**config.mk**
```make
export PLATFORM = sky130hd
export DESIGN_NAME = measurement_frame_crc_deframer_top
export DESIGN_NICKNAME = d
export VERILOG_FILES = /design/src/sv/mfcd_pkg.sv /design/src/sv/mfcd_core.sv /design/src/sv/mfcd_outbuf.sv /design/src/sv/measurement_frame_crc_deframer_top.sv
export SDC_FILE = /design/constraint.sdc
export NUM_CORES = 1
export LEC_CHECK = 0
export BUFFER_PORTS_ARGS = -buffer_cell sky130_fd_sc_hd__buf_2
export CORE_MARGIN = 2
export CORE_UTILIZATION = 40
export DETAILED_ROUTE_END_ITERATION = 8
export GPL_TIMING_DRIVEN = 0
export PLACE_DENSITY_LB_ADDON = 0.12
export SLEW_MARGIN = 20
export SYNTH_ARGS = -nofsm -noshare
export SYNTH_HDL_FRONTEND = slang
export SYNTH_SLANG_ARGS = --single-unit
export TNS_END_PERCENT = 5
```
**constraint.sdc**
```tcl
create_clock -name clk -period 9.4 [get_ports clk]
set_clock_uncertainty 0.15 [all_clocks]
set_input_delay 0.47 -clock clk [delete_from_list [all_inputs] [get_ports clk]]
set_output_delay 0.47 -clock clk [all_outputs]
set_load 0.02 [all_outputs]
```
**src/sv/mfcd_pkg.sv**
```systemverilog
// Shared constants, result type and CRC-8 step for the measurement frame deframer.
// No dependencies.
`timescale 1ns / 1ps

package mfcd_pkg;

  localparam int GROUP_DATA_BYTES = 2;
  localparam int FRAME_BYTES      = 18;
  localparam int GROUP_BYTES      = GROUP_DATA_BYTES + 1;
  localparam int WORD_BYTES       = 4;

  localparam int POS_W    = 5;
  localparam int GRP_W    = POS_W;
  localparam int WITHIN_W = $clog2(GROUP_BYTES);

  localparam logic [7:0] CRC_INIT = 8'hFF;
  localparam logic [7:0] CRC_POLY = 8'h31;

  typedef struct packed {
    logic [31:0] co2_bits;
    logic [31:0] temperature_bits;
    logic [31:0] humidity_bits;
    logic        frame_ok;
    logic [2:0]  failed_group;
  } res_t;

  // One byte through the MSB-first CRC-8, no reflection.
  function automatic logic [7:0] crc8_update(input logic [7:0] crc, input logic [7:0] b);
    logic [7:0] c;
    c = crc ^ b;
    for (int i = 0; i < 8; i++) begin
      c = c[7] ? ({c[6:0], 1'b0} ^ CRC_POLY) : {c[6:0], 1'b0};
    end
    return c;
  endfunction

endpackage

```
**src/sv/mfcd_core.sv**
```systemverilog
// Frame position tracking, CRC check and word assembly for the deframer.
// Depends on mfcd_pkg.
`timescale 1ns / 1ps

module mfcd_core (
  input  logic           clk,
  input  logic           rst_n,
  input  logic           acc,
  input  logic [7:0]     rx_byte,
  input  logic           frame_start,
  output logic           emit,
  output mfcd_pkg::res_t res
);
  import mfcd_pkg::*;

  logic [POS_W-1:0]    pos_r, pos_e, pos_nxt;
  logic [WITHIN_W-1:0] within_r, within_e, within_nxt;
  logic [GRP_W-1:0]    group_r, group_e, group_nxt;
  logic [POS_W-1:0]    dcnt_r, dcnt_e, dcnt_nxt;
  logic [7:0]          crc_r, crc_e, crc_nxt;
  logic [31:0]         co2_r, co2_e, co2_nxt;
  logic [31:0]         temp_r, temp_e, temp_nxt;
  logic [31:0]         hum_r, hum_e, hum_nxt;
  logic                aborted_r, aborted_e, aborted_nxt;
  logic                crc_err;

  always_comb begin
    // A frame start clears the frame before the byte is taken.
    pos_e     = frame_start ? '0 : pos_r;
    within_e  = frame_start ? '0 : within_r;
    group_e   = frame_start ? '0 : group_r;
    dcnt_e    = frame_start ? '0 : dcnt_r;
    crc_e     = frame_start ? CRC_INIT : crc_r;
    co2_e     = frame_start ? '0 : co2_r;
    temp_e    = frame_start ? '0 : temp_r;
    hum_e     = frame_start ? '0 : hum_r;
    aborted_e = frame_start ? 1'b0 : aborted_r;

    pos_nxt     = pos_e;
    within_nxt  = within_e;
    group_nxt   = group_e;
    dcnt_nxt    = dcnt_e;
    crc_nxt     = crc_e;
    co2_nxt     = co2_e;
    temp_nxt    = temp_e;
    hum_nxt     = hum_e;
    aborted_nxt = aborted_e;
    crc_err     = 1'b0;
    emit        = 1'b0;
    res         = '0;

    if (!aborted_e) begin
      if (within_e == WITHIN_W'(GROUP_DATA_BYTES)) begin
        crc_nxt = CRC_INIT;
        if (rx_byte != crc_e) begin
          crc_err            = 1'b1;
          emit               = 1'b1;
          res.frame_ok       = 1'b0;
          res.failed_group   = group_e[2:0];
          aborted_nxt        = 1'b1;
        end
      end else begin
        crc_nxt  = crc8_update(crc_e, rx_byte);
        dcnt_nxt = dcnt_e + 1'b1;
        // Data bytes past the three words are checked but not kept.
        if (dcnt_e < POS_W'(WORD_BYTES)) begin
          co2_nxt = {co2_e[23:0], rx_byte};
        end else if (dcnt_e < POS_W'(2 * WORD_BYTES)) begin
          temp_nxt = {temp_e[23:0], rx_byte};
        end else if (dcnt_e < POS_W'(3 * WORD_BYTES)) begin
          hum_nxt = {hum_e[23:0], rx_byte};
        end
      end

      if (!crc_err) begin
        if (pos_e == POS_W'(FRAME_BYTES - 1)) begin
          emit                 = 1'b1;
          res.co2_bits         = co2_nxt;
          res.temperature_bits = temp_nxt;
          res.humidity_bits    = hum_nxt;
          res.frame_ok         = 1'b1;
          res.failed_group     = '0;
          pos_nxt              = '0;
          within_nxt           = '0;
          group_nxt            = '0;
          dcnt_nxt             = '0;
          crc_nxt              = CRC_INIT;
          co2_nxt              = '0;
          temp_nxt             = '0;
          hum_nxt              = '0;
        end else begin
          pos_nxt = pos_e + 1'b1;
          if (within_e == WITHIN_W'(GROUP_DATA_BYTES)) begin
            within_nxt = '0;
            group_nxt  = group_e + 1'b1;
          end else begin
            within_nxt = within_e + 1'b1;
          end
        end
      end
    end
  end

  always_ff @(posedge clk) begin
    if (!rst_n) begin
      pos_r     <= '0;
      within_r  <= '0;
      group_r   <= '0;
      dcnt_r    <= '0;
      crc_r     <= CRC_INIT;
      co2_r     <= '0;
      temp_r    <= '0;
      hum_r     <= '0;
      aborted_r <= 1'b0;
    end else if (acc) begin
      pos_r     <= pos_nxt;
      within_r  <= within_nxt;
      group_r   <= group_nxt;
      dcnt_r    <= dcnt_nxt;
      crc_r     <= crc_nxt;
      co2_r     <= co2_nxt;
      temp_r    <= temp_nxt;
      hum_r     <= hum_nxt;
      aborted_r <= aborted_nxt;
    end
  end

endmodule

```
**src/sv/mfcd_outbuf.sv**
```systemverilog
// Two-entry result buffer: output register plus skid entry.
// Depends on mfcd_pkg.
`timescale 1ns / 1ps

module mfcd_outbuf (
  input  logic           clk,
  input  logic           rst_n,
  input  logic           push,
  input  mfcd_pkg::res_t push_res,
  output logic           space,
  output logic           out_valid,
  input  logic           out_ready,
  output mfcd_pkg::res_t out_res
);
  import mfcd_pkg::*;

  res_t main_r, main_nxt, skid_r, skid_nxt;
  logic main_v_r, main_v_nxt, skid_v_r, skid_v_nxt;
  logic pop;

  assign pop       = main_v_r && out_ready;
  assign space     = !skid_v_r;
  assign out_valid = main_v_r;
  assign out_res   = main_r;

  always_comb begin
    main_nxt   = main_r;
    skid_nxt   = skid_r;
    main_v_nxt = main_v_r;
    skid_v_nxt = skid_v_r;
    if (pop) begin
      if (skid_v_r) begin
        main_nxt   = skid_r;
        skid_v_nxt = 1'b0;
      end else begin
        main_v_nxt = 1'b0;
      end
    end
    // Fill the output register first, the skid entry only behind it.
    if (push) begin
      if (!main_v_nxt) begin
        main_nxt   = push_res;
        main_v_nxt = 1'b1;
      end else begin
        skid_nxt   = push_res;
        skid_v_nxt = 1'b1;
      end
    end
  end

  always_ff @(posedge clk) begin
    if (!rst_n) begin
      main_v_r <= 1'b0;
      skid_v_r <= 1'b0;
    end else begin
      main_v_r <= main_v_nxt;
      skid_v_r <= skid_v_nxt;
    end
  end

  always_ff @(posedge clk) begin
    main_r <= main_nxt;
    skid_r <= skid_nxt;
  end

endmodule

```
**src/sv/measurement_frame_crc_deframer_top.sv**
```systemverilog
// Measurement frame deframer: takes one response byte per transfer and gives one result
// per frame. The CRC-8 step and the word shift run between the frame state registers and
// the result buffer, so a byte can be taken in every cycle while in_ready is high. Each
// result is registered into the two-entry result buffer on the transfer of the frame's
// last byte (ok result) or of the first failing CRC byte (error result); in_ready drops
// only while both buffer entries are waiting on out_ready.
// Depends on mfcd_pkg, mfcd_core and mfcd_outbuf.
`timescale 1ns / 1ps

module measurement_frame_crc_deframer_top (
  input  logic        clk,
  input  logic        rst_n,
  input  logic        in_valid,
  output logic        in_ready,
  input  logic [7:0]  in_rx_byte,
  input  logic        in_frame_start,
  output logic        out_valid,
  input  logic        out_ready,
  output logic [31:0] out_co2_bits,
  output logic [31:0] out_temperature_bits,
  output logic [31:0] out_humidity_bits,
  output logic        out_frame_ok,
  output logic [2:0]  out_failed_group
);
  import mfcd_pkg::*;

  logic acc;
  logic emit;
  logic space;
  res_t res;
  res_t out_res;

  assign in_ready = space;
  assign acc      = in_valid && in_ready;

  mfcd_core u_core (
    .clk         (clk),
    .rst_n       (rst_n),
    .acc         (acc),
    .rx_byte     (in_rx_byte),
    .frame_start (in_frame_start),
    .emit        (emit),
    .res         (res)
  );

  mfcd_outbuf u_outbuf (
    .clk       (clk),
    .rst_n     (rst_n),
    .push      (acc && emit),
    .push_res  (res),
    .space     (space),
    .out_valid (out_valid),
    .out_ready (out_ready),
    .out_res   (out_res)
  );

  assign out_co2_bits         = out_res.co2_bits;
  assign out_temperature_bits = out_res.temperature_bits;
  assign out_humidity_bits    = out_res.humidity_bits;
  assign out_frame_ok         = out_res.frame_ok;
  assign out_failed_group     = out_res.failed_group;

endmodule

```
==> results of run 1 <==
==> kinds of logic after synthesis <==
logic type | after synthesis | synth area share [%]
multiplexers | 181 | 12.3
AND/OR/NAND/NOR | 491 | 14.8
AO/OA/AOI/OAI | 407 | 17.4
XOR/XNOR | 24 | 1.45
adder cells (fa/ha/maj) | 4 | 0.325
buffers and inverters | 171 | 5.40
flip-flops | 322 | 48.4
==> through the flow <==
step / setup slack [ns] / power [uW] / hold WS (ns)
after floorplan: 1.78 / 1830 / 0.282
after global placement: -2.75 / 1950 / 0.298
after detailed placement: 3.73 / 1960 / 0.304
after CTS: 4.26 / 3350 / 0.0323
after global routing: 3.93 / 3450 / 0.0514
final: 4.11 / 3330 / 0.0461
==> worst max-delay path: stages <==
cell and delay (ns):
buf_6 0.12, buf_2 0.19, buf_4 0.21, clkbuf_1 0.37
clkbuf_1 0.38, nor2b_1 0.24, ha_1 0.18, nor4bb_1 0.73
and2_1 0.25, buf_2 0.30, clkbuf_1 0.55, o21ai_0 0.29
nor2_4 0.57, buf_12 0.27, buf_12 0.21
==> Yosys cell counts (all sizes together), types with 8 or more instances <==
master / instances / area share [%]
nand2: 103 / 2.5
or3: 8 / 0.32
and3: 82 / 3.3
nor3b: 14 / 0.68
dfxtp: 222 / 29
nor2b: 17 / 0.69
inv: 13 / 0.32
o22ai: 101 / 4.1
o22a: 82 / 4.7
clkbuf: 90 / 2.2
a21oi: 140 / 4.6
mux2: 60 / 4.4
o21ai: 19 / 0.62
xnor2: 18 / 1.0
a21boi: 8 / 0.39
a31oi: 9 / 0.37
mux2i: 121 / 7.9
edfxtp: 100 / 19
nand3: 10 / 0.32
nor3: 22 / 0.71
o211ai: 19 / 0.93
buf: 68 / 2.9
nor2: 212 / 5.2
==> where the power goes <==
group	total [uW]	leakage (uW)	switching, uW	internal (uW)
combinational	400	0.00400	242	157
clock	1390	0.000569	581	812
sequential	1530	0.00296	47.6	1490
==> cells in the final DEF (no fill, tap or decap), types with 7 or more instances in the layout <==
cell and count:
dfxtp_1 222, nor2_1 211, buf_2 148, a21oi_1 139, mux2i_1 121, clkbuf_1 105, nand2_1 102, o22ai_1 101
edfxtp_1 100, o22a_1 82, and3_1 82, mux2_2 60, clkbuf_16 39, nor3_1 22, o21ai_0 19, o211ai_1 19
xnor2_1 18, buf_6 17, nor2b_1 17, nor3b_1 14, inv_1 12, nand3_1 10, a31oi_1 9, or3_1 8
buf_1 7
==> flip-flops by register name, summed over array words and instances (netlist names), 2 cells and up <==
register / flops
u_core.dcnt_r: 5
u_core.pos_r: 5
u_core.co2_r: 32
u_core.temp_r: 32
u_core.within_r: 2
u_outbuf.out_res: 100
u_core.hum_r: 32
u_core.crc_r: 8
u_outbuf.skid_r: 100
u_core.group_r: 3
==> layer usage <==
metal  GRT usage [%]  part of all wire [%]
met5               0                     0
met3            4.18                   6.4
met4            8.42                   2.9
met2            39.3                    46
met1            34.0                    45
==> worst paths after layout <==
| check | cells past startpoint | to | slack [ns] |
|---|---|---|---|
| max reg2reg | 10 | u_outbuf.skid_r[74] | 4.93 |
| max | 15 | u_outbuf.skid_r[74] | 4.11 |
| min reg2reg | 2 | u_core.co2_r[31] | 0.31 |
| min | 2 | u_outbuf.skid_v_r | 0.05 |
==> final cells by class <==
type	count	area [um^2]
plain buffers	158	783
fillers	3629	19900
diodes	1	2.50
repair buffers	112	658
flip-flops and latches	322	7450
clock buffers	60	1110
multi-input cells	1107	7130
well taps	511	639
clock inverters	8	41.3
inverters	13	48.8
==> flow_metrics.env, run 1 <==
export IMPL_status="completed"
export IMPL_maxCapViolations=0
export IMPL_power_leakage_uw=0.00753
export IMPL_layout_nets=1769
export IMPL_finalCritPeriodShare_pct=56.3
export IMPL_overflow=0
export IMPL_clockBufferDepth=3
export IMPL_cts_made_buffers=38
export IMPL_synth_edf_count=100
export IMPL_io_pins=115
export IMPL_grt_pass1_wl_um=77600
export IMPL_fin_area_um2=17900
export IMPL_cts_root_buf="clkbuf_16"
export IMPL_io_buffers=107
export IMPL_dpl_hpwl_um=34800
export IMPL_seq_area_frac_synth_pct=48.4
export IMPL_final_cells=2292
export IMPL_clkTransAtPathRegs_ns=0.06
export IMPL_cts_tree="done"
export IMPL_drv_slew=0
export IMPL_dieArea_um2=40100
export IMPL_dr_pass1_iters=5
export IMPL_grtUsageTotal_pct=24.7
export IMPL_critPathLaunch="in_frame_start"
export IMPL_finalWirelength_um=50600
export IMPL_rsz0062_at_grt="no"
export IMPL_grt_max_degree=24
export IMPL_hold_path_startpoint="out_ready"
export IMPL_cts_hold_buffers=0
export IMPL_drive_gt1_share_pct=16.5
export IMPL_synth_cell_types=63
export IMPL_dp_cells=2223
export IMPL_ant_nets=0
export IMPL_cp_max_fo=23
export IMPL_core_um2=37800
export IMPL_min_period_ns=5.29
export IMPL_final_util_pct=47.3
export IMPL_hold_violations=0
export IMPL_synth_flop_cell="dfxtp_1"
export IMPL_setup_tns_ns=0
export IMPL_h_tree_depth=2
export IMPL_drc=0
export IMPL_initial_core_util_pct=40.8
export IMPL_clock_sinks=322
export IMPL_ys_warn_count=0
export IMPL_place_area_um2=16700
export IMPL_cts_resized=0
export IMPL_relSlewSlack_pct=24.6
export IMPL_grt_pass1_vias=12800
export IMPL_rows=71
export IMPL_min_path_type="in -> reg"
export IMPL_die_h_um=200
export IMPL_powerDensity_nw_per_um2=186
export IMPL_num_vias=13000
export IMPL_peakVddDrop_v=0.000131
export IMPL_cp_data_arrival_time_ns=5.38
export IMPL_cp_start_kind="primary input"
export IMPL_drtIter0Drc=969
export IMPL_cts_setup_buffers=0
export IMPL_place_gp_congestion=0.901
export IMPL_area_growth_pct=16.0
export IMPL_antenna_found_initial=1
export IMPL_tightest_slew_ns=1.13
export IMPL_r2r_start="u_core.pos_r[0]"
export IMPL_clkLatencyLatePin_ns=0.53
export IMPL_setup_viol=0
export IMPL_required_ns=9.48
export IMPL_via_per_inst=5.68
export IMPL_max_freq_mhz=189
export IMPL_wire_per_inst_um=22.1
export IMPL_syn_area_um2=15400
export IMPL_synth_cells=1600
export IMPL_ys_seq_elements=322
export IMPL_avgSynthCellArea_um2=9.63
export IMPL_synth_fp_nets=1617
export IMPL_endpoint_kind="flip-flop"
export IMPL_synthArstFlopShare_pct=0
export IMPL_die_x_um=200
export IMPL_critPathKind="in -> reg"
(Power assumes the default switching activity.)
==> run 2, diff against run 1 <==
ABC_AREA = 1   (was not set)
clock period = 5.5 ns   (was 9.4 ns; I/O delays follow)
==> run 2 against run 1 <==
Net effect:
- register-to-register slack worse by 2.7 ns
- area after synthesis grew 1.0%
- synthesized cell count up 36%
- via count rose by 14%
- sequential power rose by 68%
- critical path depth shrank 6
- critical endpoint is now u_outbuf.skid_r[53]
- count of clock-buffer cells in the layout is 2 higher
==> flow_metrics.env, run 2 <==
export IMPL_status="completed"
export IMPL_num_vias=14900
export IMPL_drv_slew=0
export IMPL_worstPathCellList="clkbuf_1, inv_1, nor2_1, nor2_1, buf_2, nand2_1, nor2_4, buf_12, buf_12"
export IMPL_cp_data_arrival_time_ns=3.34
export IMPL_design_power_total_uw=5680
export IMPL_place_gp_congestion=0.893
export IMPL_seq_area_frac_synth_pct=47.9
export IMPL_dr_pass1_iters=7
export IMPL_io_buffers=113
export IMPL_critPathMaxStageDelay_ns=0.59
export IMPL_clock_sinks=322
export IMPL_peakVddDrop_v=0.000206
export IMPL_synth_flop_cell="dfxtp_1"
export IMPL_min_path_type="in -> reg"
export IMPL_h_tree_depth=2
export IMPL_drtIter0Drc=1161
export IMPL_clockBufferDepth=3
export IMPL_power_leakage_uw=0.00770
export IMPL_yosys_top_cells_area="dfxtp_1 29%, edfxtp_1 19%, nand2_1 17%, o21ai_0 8.5%, inv_1 5.4%"
export IMPL_synthTopCellsByCount="706 x nand2_1, 265 x o21ai_0, 224 x inv_1"
export IMPL_core_um2=38600
export IMPL_maxCapViolations=0
export IMPL_io_pins=115
export IMPL_min_period_ns=3.25
export IMPL_ys_seq_elements=322
export IMPL_hold_violations=0
export IMPL_setup_viol=0
export IMPL_final_cell_mix="706 x nand2_1, 265 x o21ai_0, 224 x inv_1, 222 x dfxtp_1, 184 x nor2_1"
export IMPL_cp_start_kind="flip-flop"
export IMPL_rsz0062_at_grt="no"
export IMPL_avgSynthCellArea_um2=7.16
export IMPL_initial_core_util_pct=40.4
export IMPL_layout_nets=2348
export IMPL_synth_fp_nets=2190
export IMPL_cts_tree="done"
export IMPL_tightest_slew_ns=0.837
export IMPL_yosysTopAreaCell="dfxtp_1"
export IMPL_cts_resized=0
export IMPL_hold_path_cell_count=6
export IMPL_reg2reg_depth=9
export IMPL_synth_edf_count=100
export IMPL_hold_worst_slack_ns=0.130
export IMPL_hold_end="u_core.crc_r[3]"
export IMPL_r2r_start="u_core.aborted_r"
export IMPL_dpl_hpwl_um=35300
export IMPL_die_h_um=201
export IMPL_dieArea_um2=40500
export IMPL_r2r_end="u_outbuf.skid_r[53]"
export IMPL_grt_max_degree=25
export IMPL_syn_area_um2=15600
export IMPL_synthArstFlopShare_pct=0
export IMPL_clkLatencyLatePin_ns=0.55
export IMPL_synth_cell_types=34
export IMPL_final_common_cell="nand2_1"
export IMPL_clkTransAtPathRegs_ns=0.06
export IMPL_drive_gt1_share_pct=10.2
export IMPL_max_freq_mhz=308
export IMPL_finalCritPeriodShare_pct=59.0
export IMPL_synth_top_area_share_pct=28.6
export IMPL_final_util_pct=46.9
export IMPL_wire_per_inst_um=17.5
export IMPL_via_per_inst=5.16
export IMPL_drc=0
export IMPL_die_x_um=201
export IMPL_critPathKind="reg -> reg"
export IMPL_diodes=0
export IMPL_synth_cells=2173
export IMPL_crit_slowest_cell="nor2_4"
export IMPL_finalWirelength_um=50300
export IMPL_ant_nets=0
export IMPL_cts_root_buf="clkbuf_16"
export IMPL_rows=72
export IMPL_grt_pass1_wl_um=78300
export IMPL_powerDensity_nw_per_um2=314
export IMPL_cts_made_buffers=38
export IMPL_hold_path_startpoint="in_rx_byte[3]"
export IMPL_endpoint_kind="flip-flop"
export IMPL_grt_pass1_vias=13800
export IMPL_yosysMostFrequentCell="nand2_1"
export IMPL_cp_max_fo=24
export IMPL_r2r_setup_slack_ns=2.25
export IMPL_area_growth_pct=16.2
export IMPL_relSlewSlack_pct=44.2
export IMPL_antenna_found_initial=1
export IMPL_ys_warn_count=0
export IMPL_required_ns=5.60
export IMPL_overflow=0
export IMPL_grtUsageTotal_pct=24.5
-- run 2: what timing repair did --
| item | 4_1_cts | 5_1_grt |
|---|---|---|
| hold endpoints to repair | 1 | 0 |
| setup buffers | 0 | 0 |
| hold buffers | 1 | 0 |
-- run 2: worst max path at each step --
stage,startpoint,to,slack [ns],cells past startpoint
6_report,u_core.aborted_r,u_outbuf.skid_r[53],2.25,9
3_5_place_dp,in_frame_start,u_outbuf.skid_r[27],1.77,12
2_1_floorplan,in_frame_start,u_outbuf.skid_r[0],0.59,10
5_1_grt,u_core.aborted_r,u_outbuf.skid_r[56],2.10,9
3_3_place_gp,in_frame_start,u_outbuf.skid_r[27],-1.47,10
4_1_cts,u_core.aborted_r,u_outbuf.skid_r[34],2.28,9
-- run 2: cell families (layout without fill, tap and decap cells) --
| family | after synthesis | after routing | share of synthesized area (%) |
|---|---|---|---|
| compound gates | 452 | 452 | 15.3 |
| xor+xnor | 16 | 16 | 0.901 |
| fa+ha+maj | 4 | 4 | 0.322 |
| buf+inv | 376 | 564 | 9.86 |
| flops | 322 | 322 | 47.9 |
| mux | 5 | 5 | 0.322 |
| simple gates | 998 | 998 | 25.5 |
-- run 2: area by class of cell --
cell class,instances,area [um^2]
Fill cell,4011,20500
Sequential cell,322,7450
Multi-Input combinational cell,1475,6590
Clock buffer,62,1130
Inverter,231,870
Buffer,145,666
Timing Repair Buffer,118,663
Tap cell,518,648
Clock inverter,8,63.8
-- run 2: power by group --
group          switching, uW  total, uW  internal [uW]
Sequential              42.2       2570           2520
Combinational            464        649            185
Clock                   1010       2470           1460
Total                   1520       5680           4170
-- run 2: critical path: cells and delay by family, from the launching register on --
| family | cells | cell delay (ns) |
|---|---|---|
| buf+inv | 5 | 1.27 |
| simple gates | 4 | 1.19 |
| flops | 1 | 0.30 |
-- run 2: per-layer routing --
layer | GRT usage [%] | part of all wire, % | vias up
met5 | 0 | 0 | -
met4 | 8.90 | 3.3 | 0
met3 | 4.11 | 6.2 | 103
li1 | - | - | 7293
met1 | 34.1 | 46 | 6993
met2 | 38.3 | 45 | 480
-- run 2: per-stage QoR --
| stage | setup TNS, ns | cells | cell area, um^2 | setup slack (ns) |
|---|---|---|---|---|
| after floorplan | 0 | 2173 | 15600 | 0.589 |
| after detailed placement | 0 | 2808 | 16900 | 1.77 |
| after CTS | 0 | 2879 | 18100 | 2.28 |
| after global placement | -146.06 | 2804 | 16800 | -1.47 |
| final | 0 | 2879 | 18100 | 2.25 |
| after global routing | 0 | 2879 | 18100 | 2.10 |
